`config.mk`:
```
export PLATFORM = sky130hd
export DESIGN_NAME = multi_cart_bank_mapper_unit
export DESIGN_NICKNAME = d
export VERILOG_FILES = /design/src/sv/mcbm_pkg.sv /design/src/sv/multi_cart_bank_mapper_unit.sv
export SDC_FILE = /design/constraint.sdc
export NUM_CORES = 1
export LEC_CHECK = 0
export ABC_AREA = 1
export BUFFER_PORTS_ARGS = -buffer_cell sky130_fd_sc_hd__buf_2
export CAP_MARGIN = 20
export CORE_ASPECT_RATIO = 0.7
export CORE_MARGIN = 2
export CORE_UTILIZATION = 55
export DETAILED_ROUTE_END_ITERATION = 6
export PLACE_DENSITY = 0.84
export SYNTH_ARGS = -nofsm -noshare
export SYNTH_HDL_FRONTEND = slang
export SYNTH_SLANG_ARGS = --single-unit
```
`constraint.sdc`:
```
create_clock -name clock -period 5.6 [get_ports clock]
set_clock_uncertainty 0.2 [all_clocks]
set_input_delay 1.12 -clock clock [delete_from_list [all_inputs] [get_ports clock]]
set_output_delay 1.12 -clock clock [all_outputs]
set_load 0.02 [all_outputs]
```
`src/sv/mcbm_pkg.sv`:
```
`timescale 1ns / 1ps
`default_nettype none

package mcbm_pkg;

   // clamp for the bank count exponent
   localparam logic [3:0] MAX_COUNT_LOG2   = 4'd9;
   localparam logic [3:0] RESET_COUNT_LOG2 = 4'd9;

   // low nibble that turns external ram on
   localparam logic [3:0] RAM_ENABLE_KEY = 4'hA;

   // item kind
   localparam logic MODE_WRITE = 1'b0;
   localparam logic MODE_QUERY = 1'b1;

   // register picked by address bits 14:13
   typedef enum logic [1:0] {
      SEL_RAM_CTRL = 2'd0,
      SEL_ROM_BANK = 2'd1,
      SEL_RAM_BANK = 2'd2,
      SEL_MODE     = 2'd3
   } reg_sel_type;

   typedef struct packed {
      logic        mode;
      logic [14:0] address;
      logic [7:0]  write_value;
   } req_type;

   typedef struct packed {
      logic       ram_enabled;
      logic [4:0] rom_mask_out;
      logic [8:0] lower_rom_bank;
      logic [8:0] upper_rom_bank;
      logic [8:0] rom_base;
      logic [3:0] ram_bank_out;
   } rsp_type;

endpackage

`default_nettype wire

```
`src/sv/multi_cart_bank_mapper_unit.sv`:
```
// the result is registered at the edge that accepts the item
// throughput: one item per cycle while results are taken; the update and mapping are
//   short combinational logic between the bank registers and the result register
// stalls: a held result stalls the input for as long as the result side stalls
// reset: synchronous, active high; unmapped, ram off, rom bank 1, bank count 2^9
`timescale 1ns / 1ps
`default_nettype none

module multi_cart_bank_mapper_unit
   import mcbm_pkg::*;
(
   input  wire logic       clock,
   input  wire logic       reset,
   input  wire logic       req_valid,
   output      logic       req_stall,
   input  wire req_type    req_item,
   output      logic       rsp_valid,
   input  wire logic       rsp_stall,
   output      rsp_type    rsp_item,
   input  wire logic       csr_wr_en,
   input  wire logic [3:0] csr_wr_data
);

   // bank controller state
   logic       mapped_ff, mapped_in;
   logic       ram_en_ff, ram_en_in;
   logic       mux_ff, mux_in;
   logic       lock_ff, lock_in;
   logic [6:0] rom_bank_ff, rom_bank_in;
   logic [6:0] ram_bank_ff, ram_bank_in;
   logic [4:0] rom_mask_ff, rom_mask_in;
   logic [1:0] ram_mask_ff, ram_mask_in;
   logic       bank_mode_ff, bank_mode_in;
   logic [3:0] count_log2_ff;

   logic       rsp_valid_ff, rsp_valid_in;
   rsp_type    rsp_ff, rsp_in;

   logic        req_accept;
   reg_sel_type sel;
   logic [6:0]  wval;
   logic [4:0]  rom_lm;
   logic [4:0]  rom_nl;
   logic [1:0]  ram_nl;

   logic [3:0] lg_clamped;
   logic [8:0] wrap_mask;
   logic [4:0] low, sel_low, sw_low;
   logic [1:0] mid, high, rlo, rhi, eff;
   logic [8:0] base_raw, upper_raw;
   logic [3:0] rbank;

   // hand-off: the result register frees up when taken
   assign req_stall  = rsp_valid_ff & rsp_stall;
   assign req_accept = req_valid & ~req_stall;
   assign rsp_valid  = rsp_valid_ff;
   assign rsp_item   = rsp_ff;

   assign sel    = reg_sel_type'(req_item.address[14:13]);
   assign wval   = req_item.write_value[6:0];
   assign rom_lm = rom_mask_ff & 5'h1E;
   assign rom_nl = (rom_bank_ff[4:0] & rom_lm) | (wval[4:0] & ~rom_lm);
   assign ram_nl = (ram_bank_ff[1:0] & ram_mask_ff) | (wval[1:0] & ~ram_mask_ff);

   // register update from a bus write
   always_comb begin
      mapped_in    = mapped_ff;
      ram_en_in    = ram_en_ff;
      mux_in       = mux_ff;
      lock_in      = lock_ff;
      rom_bank_in  = rom_bank_ff;
      ram_bank_in  = ram_bank_ff;
      rom_mask_in  = rom_mask_ff;
      ram_mask_in  = ram_mask_ff;
      bank_mode_in = bank_mode_ff;
      if (req_accept && req_item.mode == MODE_WRITE) begin
         case (sel)
            SEL_RAM_CTRL: begin
               ram_en_in = (wval[3:0] == RAM_ENABLE_KEY);
               if (!mapped_ff) begin
                  ram_mask_in = wval[5:4];
                  if (wval[6]) begin
                     mapped_in = 1'b1;
                  end
               end
            end
            SEL_ROM_BANK: begin
               rom_bank_in = {rom_bank_ff[6:5], rom_nl};
               if (!mapped_ff) begin
                  rom_bank_in = {wval[6:5], rom_nl};
               end
            end
            SEL_RAM_BANK: begin
               ram_bank_in = {ram_bank_ff[6:2], ram_nl};
               if (!mapped_ff) begin
                  ram_bank_in = {wval[6:2], ram_nl};
                  lock_in     = wval[6];
               end
            end
            SEL_MODE: begin
               if (!lock_ff) begin
                  bank_mode_in = wval[0];
               end
               if (!mapped_ff) begin
                  rom_mask_in = {wval[5:2], 1'b0};
                  mux_in      = wval[6];
               end
            end
            default: begin
               ram_en_in = ram_en_ff;
            end
         endcase
      end
   end

   // bank wrap mask from the configured count
   assign lg_clamped = (count_log2_ff > MAX_COUNT_LOG2) ? MAX_COUNT_LOG2 : count_log2_ff;
   assign wrap_mask  = 9'((10'd1 << lg_clamped) - 10'd1);

   // mapping from the updated registers
   assign low     = rom_bank_in[4:0];
   assign mid     = rom_bank_in[6:5];
   assign high    = ram_bank_in[5:4];
   assign rlo     = ram_bank_in[1:0];
   assign rhi     = ram_bank_in[3:2];
   assign sel_low = low & rom_mask_in;
   assign sw_low  = low | {4'd0, ((low & ~rom_mask_in) == 5'd0)};
   assign eff     = bank_mode_in ? rlo : (rlo & ram_mask_in);

   always_comb begin
      if (mux_in) begin
         base_raw  = {high, eff, sel_low};
         upper_raw = {high, rlo, sw_low};
         rbank     = {rhi, mid};
      end else begin
         base_raw  = {high, mid, sel_low};
         upper_raw = {high, mid, sw_low};
         rbank     = {rhi, eff};
      end
   end

   // result word; unmapped shows the top two banks
   always_comb begin
      rsp_in.ram_enabled  = ram_en_in;
      rsp_in.rom_mask_out = rom_mask_in;
      if (mapped_in) begin
         rsp_in.lower_rom_bank = base_raw & wrap_mask;
         rsp_in.upper_rom_bank = upper_raw & wrap_mask;
         rsp_in.rom_base       = base_raw;
         rsp_in.ram_bank_out   = rbank;
      end else begin
         rsp_in.lower_rom_bank = wrap_mask & 9'h1FE;
         rsp_in.upper_rom_bank = wrap_mask;
         rsp_in.rom_base       = wrap_mask & 9'h1FE;
         rsp_in.ram_bank_out   = 4'd0;
      end
   end

   // result valid: set on accept, cleared when taken
   always_comb begin
      rsp_valid_in = rsp_valid_ff;
      if (req_accept) begin
         rsp_valid_in = 1'b1;
      end else if (!rsp_stall) begin
         rsp_valid_in = 1'b0;
      end
   end

   // control and state registers
   always_ff @(posedge clock) begin
      if (reset) begin
         mapped_ff     <= 1'b0;
         ram_en_ff     <= 1'b0;
         mux_ff        <= 1'b0;
         lock_ff       <= 1'b0;
         rom_bank_ff   <= 7'd1;
         ram_bank_ff   <= 7'd0;
         rom_mask_ff   <= 5'd0;
         ram_mask_ff   <= 2'd0;
         bank_mode_ff  <= 1'b0;
         count_log2_ff <= RESET_COUNT_LOG2;
         rsp_valid_ff  <= 1'b0;
      end else begin
         mapped_ff    <= mapped_in;
         ram_en_ff    <= ram_en_in;
         mux_ff       <= mux_in;
         lock_ff      <= lock_in;
         rom_bank_ff  <= rom_bank_in;
         ram_bank_ff  <= ram_bank_in;
         rom_mask_ff  <= rom_mask_in;
         ram_mask_ff  <= ram_mask_in;
         bank_mode_ff <= bank_mode_in;
         rsp_valid_ff <= rsp_valid_in;
         if (csr_wr_en) begin
            count_log2_ff <= csr_wr_data;
         end
      end
   end

   // result payload
   always_ff @(posedge clock) begin
      if (req_accept) begin
         rsp_ff <= rsp_in;
      end
   end

`ifndef SYNTH
   // once mapped, stays mapped until reset
   a_mapped_sticky: assert property (@(posedge clock) disable iff (reset)
      mapped_ff |=> mapped_ff)
      else $error("mapped flag cleared without reset");

   // unmapped results never select a ram bank
   a_unmapped_ram_bank: assert property (@(posedge clock) disable iff (reset)
      (rsp_valid_ff && !mapped_ff) |-> (rsp_ff.ram_bank_out == 4'd0))
      else $error("ram bank shown while unmapped");

   // a stalled result is held
   a_rsp_held: assert property (@(posedge clock) disable iff (reset)
      (rsp_valid_ff && rsp_stall) |=> (rsp_valid_ff && $stable(rsp_ff)))
      else $error("stalled result changed");

   // rom mask low bit is never set
   a_rom_mask_even: assert property (@(posedge clock) disable iff (reset)
      rsp_valid_ff |-> (rsp_ff.rom_mask_out[0] == 1'b0))
      else $error("rom mask bit zero set");
`endif

endmodule

`default_nettype wire
```
==> results of run 1 <==
==> power by group through the flow <==
stage	registers (mW)	logic [mW]	clock network [mW]
after CTS	0.540	0.132	0.332
after detailed placement	0.550	0.131	0
final	0.540	0.132	0.326
after floorplan	0.573	0.0682	0
after global placement	0.549	0.128	0
after global routing	0.542	0.146	0.349
==> state kept, by name (all words and copies together), names as in the netlist <==
register       cells
rom_bank_ff        7
count_log2_ff      4
rom_mask_ff        5
bank_mode_ff       1
rsp_valid          1
mux_ff             1
ram_bank_ff        7
mapped_ff          1
ram_en_ff          1
rsp_item          35
ram_mask_ff        2
==> through the flow <==
stage / hold WS (ns) / cells
finish: 0.2802 / 479
floorplan: 0.2294 / 341
global placement: 0.2548 / 463
detailed placement: 0.2598 / 463
CTS: 0.2700 / 479
global route: 0.3085 / 479
==> placed cells by master, fill, tap and decap left out, types with 2 or more instances in the layout <==
cell type,synthesis,routed
nor2_2,2,3
nand4_1,2,2
buf_2,1,57
clkbuf_1,3,2
xor2_1,2,2
edfxtp_1,35,35
inv_2,4,4
dfxtp_1,30,30
nand2_2,2,2
nand3_1,10,10
nand2_1,92,92
nor3_1,3,3
o21ai_0,18,18
clkbuf_8,0,9
nor3_2,2,2
clkinv_2,0,2
a21oi_1,22,22
a21boi_1,2,2
o21ai_1,12,12
inv_1,42,42
clkinv_1,0,2
nor2_1,41,40
==> how the worst max path moves through the flow <==
stage	from	end	cells past startpoint
finish	rsp_stall	req_stall	4
global route	rsp_stall	req_stall	4
CTS	rsp_stall	req_stall	4
detailed placement	rsp_stall	rsp_item[13]	9
global placement	rsp_stall	rsp_item[13]	9
floorplan	rsp_stall	rsp_item[0]	3
==> final cells by class <==
cell class | count | area (um^2) | area share [%]
Sequential cell | 65 | 1652 | 48.32
Multi-Input combinational cell | 222 | 1055 | 30.86
Timing Repair Buffer | 58 | 292.8 | 8.565
Inverter | 46 | 172.7 | 5.051
Clock buffer | 11 | 131.4 | 3.843
Tap cell | 72 | 90.09 | 2.635
Clock inverter | 5 | 25.02 | 0.7321
==> worst reg2reg max path, delay by kind of cell, from the launching register on <==
| family | cells | cell delay (ns) |
|---|---|---|
| buf+inv | 1 | 0.26 |
| simple gates | 4 | 0.59 |
| compound gates | 2 | 0.52 |
| flops | 1 | 0.34 |
==> routing by layer <==
metal | up-vias | share of wire [%] | global-route usage (%)
met3 | 11 | 7.6 | 6.279
li1 | 1219 | - | -
met2 | 100 | 44 | 32.41
met1 | 1050 | 47 | 28.89
met4 | 0 | 1.7 | 7.197
met5 | - | 0 | 0
==> logic make-up after synthesis <==
group | Yosys count | synth area share, %
adder cells (fa/ha/maj) | 1 | 0.4275
flip-flops | 65 | 56.43
AO/OA/AOI/OAI | 60 | 11.50
AND/OR/NAND/NOR | 158 | 23.13
XOR/XNOR | 3 | 0.8980
buffers and inverters | 54 | 7.610
==> impl_metrics.tcl, run 1 <==
set metrics [dict create \
    status "completed" \
    synth_top_area_share_pct 35.91 \
    ys.flop_type "edfxtp_1" \
    cp_common_cell "buf_2" \
    synth.most_common_cell "nand2_1" \
    cts_tree "done" \
    slowest_stage "buf_2" \
    powerDensity_nw_per_um2 291.7 \
    cp_cell_sequence "buf_2, nand2_2, inv_1, buf_2" \
    antenna_cells 0 \
    ys_ff_latch 65 \
    worst_slack_ns 2.740 \
    hold_start "ram_bank_ff[6]" \
    fin_util_pct 66.05 \
    cts_made_buffers 9 \
    slowest_delay_ns 0.16 \
    stdcell_area_um2 3418 \
    r2r-end "rsp_item[23]" \
    place_hpwl_um 4339 \
    synthTopCellsByArea "edfxtp_1, dfxtp_1, nand2_1" \
    grt_pass1_vias 2021 \
    root_buffer "clkbuf_8" \
    cts_hold_buf 0 \
    wl_per_cell_um 12.31 \
    worst-setup-path-type "input port to output port" \
    syn_inst 341 \
    drive_gt1_share_pct 21.13 \
    fp.coreArea_um2 5175 \
    combPwrFrac_pct 13.2 \
    ys_seq_area_share_pct 56.43 \
    startpoint_type "input port" \
    avgSynthCellArea_um2 8.582 \
    relSlewSlack_pct 58.05 \
    grt_setup_unrepaired "no" \
    remaining_drc_errors 0 \
    drv_slew 0 \
    yosysWarnings 0 \
    cts_sinks 65 \
    nets 436 \
    p_clk_share_pct 32.7 \
    grt_antenna_before_repair 0 \
    num_vias 2380 \
    place.gp.congestion 0.9162 \
    peakVddDrop_v 0.0001802 \
    worst_pin_slew_ns 0.6286 \
    fillCellCount 472 \
    clock_path_buffers 2 \
    p_leak_nw 1.517 \
    p_switching_uw 270.4 \
    fin_crit_ns 2.860 \
    r2r_slack_ns 3.44 \
    async_flop_share_pct 0 \
    port_buffers 57 \
    die_w_um 91.19 \
    end_kind "output port" \
    syn_to_final_growth_pct 16.80 \
    reg2reg_from "rsp_valid" \
    tns_ns 0 \
    maxCapViolations 0 \
    intPower_uw 726.8 \
    finalPower_uw 997.2 \
    vias_per_cell 4.969 \
    ys_types 33 \
    sequentialPowerShare_pct 54.1 \
    io_pins 72 \
    initial_core_util_pct 56.55 \
    die_y_um 65.03 \
    drt-total-wl_um 5898 \
    hold_class "register to register" \
    finalSetupViolCount 0 \
    p_sw_share_pct 27.11 \
    clk_pin_slew_ns 0.06 \
    placed_area_um2 3262 \
    htree_levels 3 \
    cp.arrival_ns 1.54 \
    min_period_over_period_pct 51.07 \
    grt_pass1_wl_um 9501 \
    fp-row-count 22 \
    max_freq_mhz 349.7 \
    grt_max_degree 28 \
    grt_usage_pct 21.13 \
    ant_nets 0 \
    crit_required_ns 4.28 \
    cts.repair.resized 0 \
    design.die.area_um2 5930 \
    dr.pass1.iters 6 \
    synth_top_cell_by_area "edfxtp_1" \
    reg2regPathDepth 7 \
    drt_iter0_drc 173 \
    holdPathStages 2 \
    grt_overflow 0 \
    detailedPlace.worstSlack_ns 2.561 \
    synth-edff-count 35 \
    clk_latency_ns 0.34 \
    critPathMaxFanout 3 \
    cp_num_buf_inv 3 \
    synth_area_um2 2927 \
    synthTopCellsByCount "nand2_1, inv_1, nor2_1" \
    critPathTopFamily "buffers and inverters" \
    hold_path_end "ram_bank_ff[6]" \
    cts_setup_buffers 0 \
    hold_viol_final 0 \
    syn_nets 375 \
]
Power figures use the tool's default switching activity.
==> run 2, diff against run 1 <==
CORE_UTILIZATION = 53   (was 55)
PLACE_DENSITY = 0.81   (was 0.84)
clock period = 2.9 ns   (was 5.6 ns; I/O delays follow)
==> run 2 against run 1 <==
  * Sequential share of layout area fell by 0.85 points
  * Utilization fell by 0.22 points
  * Sequential cell count did not move
  * Final area rose by 1.8%
  * Non-clock buffer count rose by 1
  * Setup slack got worse by 2.0 ns
  * Highest routed layer unchanged
  * Wire length fell by 2.4%
  * Critical path type is now register to register
==> impl_metrics.tcl, run 2 (synthesis results as in run 1) <==
set metrics [dict create \
    initial_core_util_pct 55.37 \
    instances_no_fill 480 \
    p_leak_nw 1.550 \
    design.die.area_um2 6142 \
    status "completed" \
    cp_cell_sequence "nand2_2, nand3_4, nor3_2, a21oi_4, inv_2, nand3_1, o21ai_1" \
    slowest_delay_ns 0.45 \
    powerDensity_nw_per_um2 604.1 \
    hold_viol_final 0 \
    drive_gt1_share_pct 22.06 \
    root_buffer "clkbuf_8" \
    fp.coreArea_um2 5285 \
    grt_usage_pct 20.96 \
    antenna_cells 0 \
    cts_setup_buffers 0 \
    critPathMaxFanout 18 \
    cts_hold_buf 0 \
    grt_pass1_vias 2113 \
    vias_per_cell 4.906 \
    place_hpwl_um 4311 \
    grt_setup_unrepaired "no" \
    end_kind "register" \
    holdPathStages 3 \
    startpoint_type "register" \
    grt_overflow 0 \
    cts_sinks 65 \
    drt_iter0_drc 178 \
    dp_cells 464 \
    reg2regPathDepth 7 \
    maxCapViolations 0 \
    port_buffers 57 \
    fp-row-count 22 \
    relSlewSlack_pct 65.53 \
    worst-setup-path-type "register to register" \
    largest_reg_flops 35 \
    die_y_um 66.17 \
    max_freq_mhz 461.6 \
    drv_slew 0 \
    peakVddDrop_v 0.0005985 \
    dr.pass1.iters 4 \
    grt_pass1_wl_um 9646 \
    finalSetupViolCount 0 \
    die_w_um 92.82 \
    grt_max_degree 28 \
    layout_common_cells "nand2_1, buf_2, inv_1, nor2_1, edfxtp_1" \
    wl_per_cell_um 12.00 \
    min_period_over_period_pct 74.71 \
    cts_tree "done" \
    htree_levels 3 \
    remaining_drc_errors 0 \
    place.gp.congestion 0.9070 \
    tns_ns 0 \
    num_vias 2355 \
    cp.arrival_ns 2.05 \
    crit_required_ns 2.78 \
    nets 437 \
    clock_path_buffers 2 \
    clk_latency_ns 0.34 \
    finalPower_mw 2.102 \
    cts_made_buffers 9 \
    clk_pin_slew_ns 0.06 \
    drt-total-wl_um 5759 \
    final_common_cell "nand2_1" \
    syn_to_final_growth_pct 18.90 \
    slowest_stage "a21oi_4" \
    worst_pin_slew_ns 0.5160 \
    ant_nets 0 \
    io_pins 72 \
    hold_class "input port to register" \
    cts.repair.resized 0 \
    fin_crit_ns 2.166 \
    grt_antenna_before_repair 0 \
]
==> run 2: cell types whose count changed in the layout (fill, tap and decap cells not counted), sizes merged <==
cell | before | now
bufinv | 0 | 2
buf | 58 | 59
clkbuf | 11 | 10
clkinv | 4 | 3
==> run 2: critical path: cells and delay by family (launching register included) <==
family / cells / cell delay, ns
DFF: 1 / 0.34
buffers and inverters: 1 / 0.25
and+or+nand+nor: 4 / 0.55
AOI/OAI and AO/OA: 2 / 0.54
==> run 2: final timing paths <==
check | end | slack [ns] | from
max reg2reg | rsp_item[5] | 0.73 | rsp_valid
min reg2reg | ram_bank_ff[6] | 0.26 | ram_bank_ff[6]
min | count_log2_ff[0] | 0.24 | csr_wr_data[0]
max | rsp_item[5] | 0.73 | rsp_valid
==> run 2: metal layers <==
| layer | vias up | routed length, um | track usage, % |
|---|---|---|---|
| li1 | 1226 | - | - |
| met1 | 1049 | 2623 | 27.27 |
| met2 | 78 | 2647 | 33.70 |
| met3 | 2 | 459 | 6.385 |
| met4 | 0 | 29 | 7.169 |
| met5 | - | 0 | 0 |
==> run 2: final cells by class <==
cell class	count	area, um^2
clock buffers	10	127.6
clock inverters	6	82.58
fillers	466	1805
inverters	46	172.7
multi-input cells	222	1055
flip-flops and latches	65	1652
well taps	72	90.09
repair buffers	59	300.3
==> run 2: power by group <==
group          internal, mW  leakage, nW  total, mW  switching (mW)
combinational        0.0776        0.881      0.255           0.177
clock                 0.479        0.106      0.805           0.326
sequential             1.03        0.563       1.04          0.0159
total                  1.58         1.55       2.10           0.520
==> run 2: per-stage QoR <==
stage / util (%) / hold slack (ns) / area, um^2 / setup WS, ns
2_1_floorplan: - / 0.2294 / 2929 / 0.5614
3_3_place_gp: 61.86 / 0.2464 / 3269 / 0.4617
3_5_place_dp: 61.86 / 0.2508 / 3269 / 0.3844
4_1_cts: 65.84 / 0.2309 / 3480 / 0.7476
5_1_grt: 65.84 / 0.2409 / 3480 / 0.4793
6_report: 65.84 / 0.2422 / 3480 / 0.7335
==> run 3, diff against run 2 <==
ABC_AREA = 0   (was 1)
CORE_UTILIZATION = 48   (was 53)
PLACE_DENSITY = 0.78   (was 0.81)
clock period = 1.9 ns   (was 2.9 ns; I/O delays follow)
==> run 3 against run 2 <==
  * The flow now finishes with violations (setup timing)
  * Wire length increased by 39%
  * Power increased by 66%
  * Global-route usage increased by 1.1 points
  * Die area increased by 12%
  * Combinational power increased by 140%
  * Sequential share of layout area decreased by 11 points
  * Register-to-register slack got worse by 0.95 ns
  * Synthesized cell count decreased by 22%
  * Non-clock buffer count increased by 68
  * Clock power increased by 61%
  * Via count increased by 7.6%
  * Synthesized area increased by 2.1%
  * Highest routed layer unchanged
==> impl_metrics.tcl, run 3 <==
set metrics [dict create \
    stdcell_area_um2 4509 \
    r2r-end "rsp_item[19]" \
    num_vias 2535 \
    crit_required_ns 1.80 \
    max_freq_mhz 473.2 \
    cp_cell_sequence "a21bo_4, inv_4, buf_4, buf_4, nand4_1, mux2_4, mux2i_1, a21oi_1" \
    intPower_mw 2.600 \
    fin_util_pct 73.61 \
    slowest_stage "mux2_4" \
    grt_max_degree 31 \
    yosysWarnings 0 \
    synth_top_area_share_pct 35.16 \
    maxCapViolations 0 \
    p_leak_nw 1.880 \
    hold_class "input port to register" \
    reg2regPathDepth 8 \
    largest_reg_flops 35 \
    wl_met1_um 3557 \
    dp_cells 436 \
    design.die.area_um2 6885 \
    fp.coreArea_um2 6126 \
    dr_wl_met3_um 505 \
    synth.most_common_cell "nor2_1" \
    p_sw_share_pct 25.54 \
    cts_made_buffers 9 \
    clock_path_buffers 2 \
    antenna_cells 0 \
    layout_common_cells "buf_2, buf_4, edfxtp_1, nor2_1, dfxtp_1" \
    ant_nets 0 \
    synth-edff-count 35 \
    dr.pass1.iters 5 \
    die_y_um 70.03 \
    min_period_over_period_pct 111.2 \
    synthTopCellsByArea "edfxtp_1, dfxtp_1, nor2_1" \
    slowest_delay_ns 0.35 \
    crit_path_start "rsp_valid" \
    critPathTopFamily "multiplexers" \
    initial_core_util_pct 48.79 \
    synth_area_um2 2989 \
    worst_pin_slew_ns 0.6261 \
    io_pins 72 \
    syn_nets 299 \
    synthTopCellsByCount "nor2_1, edfxtp_1, dfxtp_1" \
    grt_overflow 0 \
    cts_hold_buf 0 \
    fin_crit_ns 2.113 \
    cp_common_cell "buf_4" \
    drt_iter0_drc 185 \
    synth_top_cell_by_area "edfxtp_1" \
    async_flop_share_pct 0 \
    p_switching_uw 891.8 \
    drv_slew 0 \
    powerDensity_nw_per_um2 774.3 \
    status "finished with violations" \
    combPwrFrac_pct 17.3 \
    fp-row-count 24 \
    ys_ff_latch 65 \
    critPathMaxFanout 6 \
    worst_slack_ns -0.2131 \
    grt_antenna_before_repair 0 \
    ys_seq_area_share_pct 55.25 \
    wl_per_cell_um 17.05 \
    startpoint_type "register" \
    root_buffer "clkbuf_8" \
    clk_pin_slew_ns 0.07 \
    nets 420 \
    top_layer "met4" \
    hold_viol_final 0 \
    final_common_cell "buf_2" \
    clk_latency_ns 0.35 \
    grt_pass1_vias 2429 \
    ys_types 53 \
    met2WireLength_um 3831 \
    placed_area_um2 3774 \
    vias_per_cell 5.405 \
    end_kind "register" \
    cp.arrival_ns 2.01 \
    grt_usage_pct 22.11 \
    relSlewSlack_pct 58.26 \
    reg2reg_from "rsp_valid" \
    place_hpwl_um 5028 \
    remaining_drc_errors 0 \
    cp_num_buf_inv 3 \
    avgSynthCellArea_um2 11.28 \
    worst-setup-path-type "register to register" \
    syn_to_final_growth_pct 50.86 \
    drt-total-wl_um 7997 \
    cts_tree "done" \
    sequentialPowerShare_pct 45.4 \
    instances_no_fill 469 \
    place.gp.congestion 0.8477 \
    violations "setup timing" \
    tns_ns -1.926 \
    die_w_um 98.32 \
    syn_inst 265 \
    holdPathStages 2 \
    grt_setup_unrepaired "yes" \
    htree_levels 3 \
    port_buffers 57 \
    cts_sinks 65 \
    finalSetupViolCount 24 \
    p_clk_share_pct 37.3 \
    peakVddDrop_v 0.0005620 \
    ys.flop_type "edfxtp_1" \
    cp.depth 8 \
    r2r_slack_ns -0.21 \
    grt_pass1_wl_um 11810 \
    endpoint "rsp_item[19]" \
    drive_gt1_share_pct 54.22 \
]
## run 3: cell types whose count changed in the layout (fill, tap and decap cells not counted), sizes merged, moves of 5 or more
cell   before  now
a21oi      23   14
nand3      11    0
mux2i       0   10
nor2       44   37
o21ai      31    0
a21o        0    6
inv        46   16
buf        59  125
nor4        0    5
mux2        0   10
nand4       2    9
nor2b       0   13
nand2      95    5
## run 3: power groups by stage
stage                     logic (mW)  clock network (mW)  registers (mW)
after floorplan                0.238                   0            1.68
after global placement         0.482                   0            1.62
after detailed placement       0.496                   0            1.62
after CTS                      0.524                1.31            1.59
after global routing           0.639                1.37            1.59
final                          0.604                1.30            1.59
## run 3: worst min-delay path by stage
stage / start / to
global placement: ram_bank_ff[2] / ram_bank_ff[2]
detailed placement: ram_bank_ff[2] / ram_bank_ff[2]
finish: csr_wr_data[3] / count_log2_ff[3]
floorplan: ram_bank_ff[2] / ram_bank_ff[2]
CTS: csr_wr_data[0] / count_log2_ff[0]
global route: csr_wr_data[0] / count_log2_ff[0]
## run 3: through the flow
| stage | total power, mW | hold WS, ns | setup slack [ns] |
|---|---|---|---|
| final | 3.492 | 0.04634 | -0.2131 |
| after CTS | 3.425 | 0.04173 | -0.1305 |
| after global routing | 3.599 | 0.05548 | -0.2827 |
| after detailed placement | 2.113 | 0.2903 | -0.3372 |
| after floorplan | 1.917 | 0.2599 | -0.2514 |
| after global placement | 2.098 | 0.2714 | -0.2823 |
## run 3: layout make-up
type                       instances  area [um^2]
timing repair buffer             127        920.9
tap                               78        97.59
clock buffer                      12        145.1
multi-input combinational        167         1553
sequential                        65         1663
fill                             410         1617
clock inverter                     4        67.56
inverter                          16        62.56
## run 3: metal layers
layer | up-vias | GRT usage (%)
met5 | - | 0
met3 | 12 | 6.807
met4 | 0 | 6.697
li1 | 1207 | -
met2 | 81 | 35.68
met1 | 1235 | 28.80
## run 3: cells by family (layout without fill, tap and decap cells)
group | after synthesis | count (layout) | synth area share, %
AOI/OAI and AO/OA | 54 | 54 | 13.60
buffers and inverters | 33 | 159 | 5.316
DFF | 65 | 65 | 55.25
xor gates and xnor gates | 1 | 1 | 0.2931
and+or+nand+nor | 91 | 91 | 17.45
adders and majority gates | 1 | 1 | 0.4185
muxes | 20 | 20 | 7.660
## run 3: worst reg2reg max path: cells and delay by family (launching register included)
kind	cells	cell delay [ns]
multiplexers	2	0.53
AO/OA/AOI/OAI	2	0.36
buffers and inverters	3	0.34
flip-flops	1	0.33
AND/OR/NAND/NOR	1	0.12
## run 3: timing repair
action                     in CTS  in global routing
pin swaps                      12                 19
gates cloned                    0                  2
buffers inserted                5                 12
resized for setup              25                 51
setup endpoints to repair      21                 23
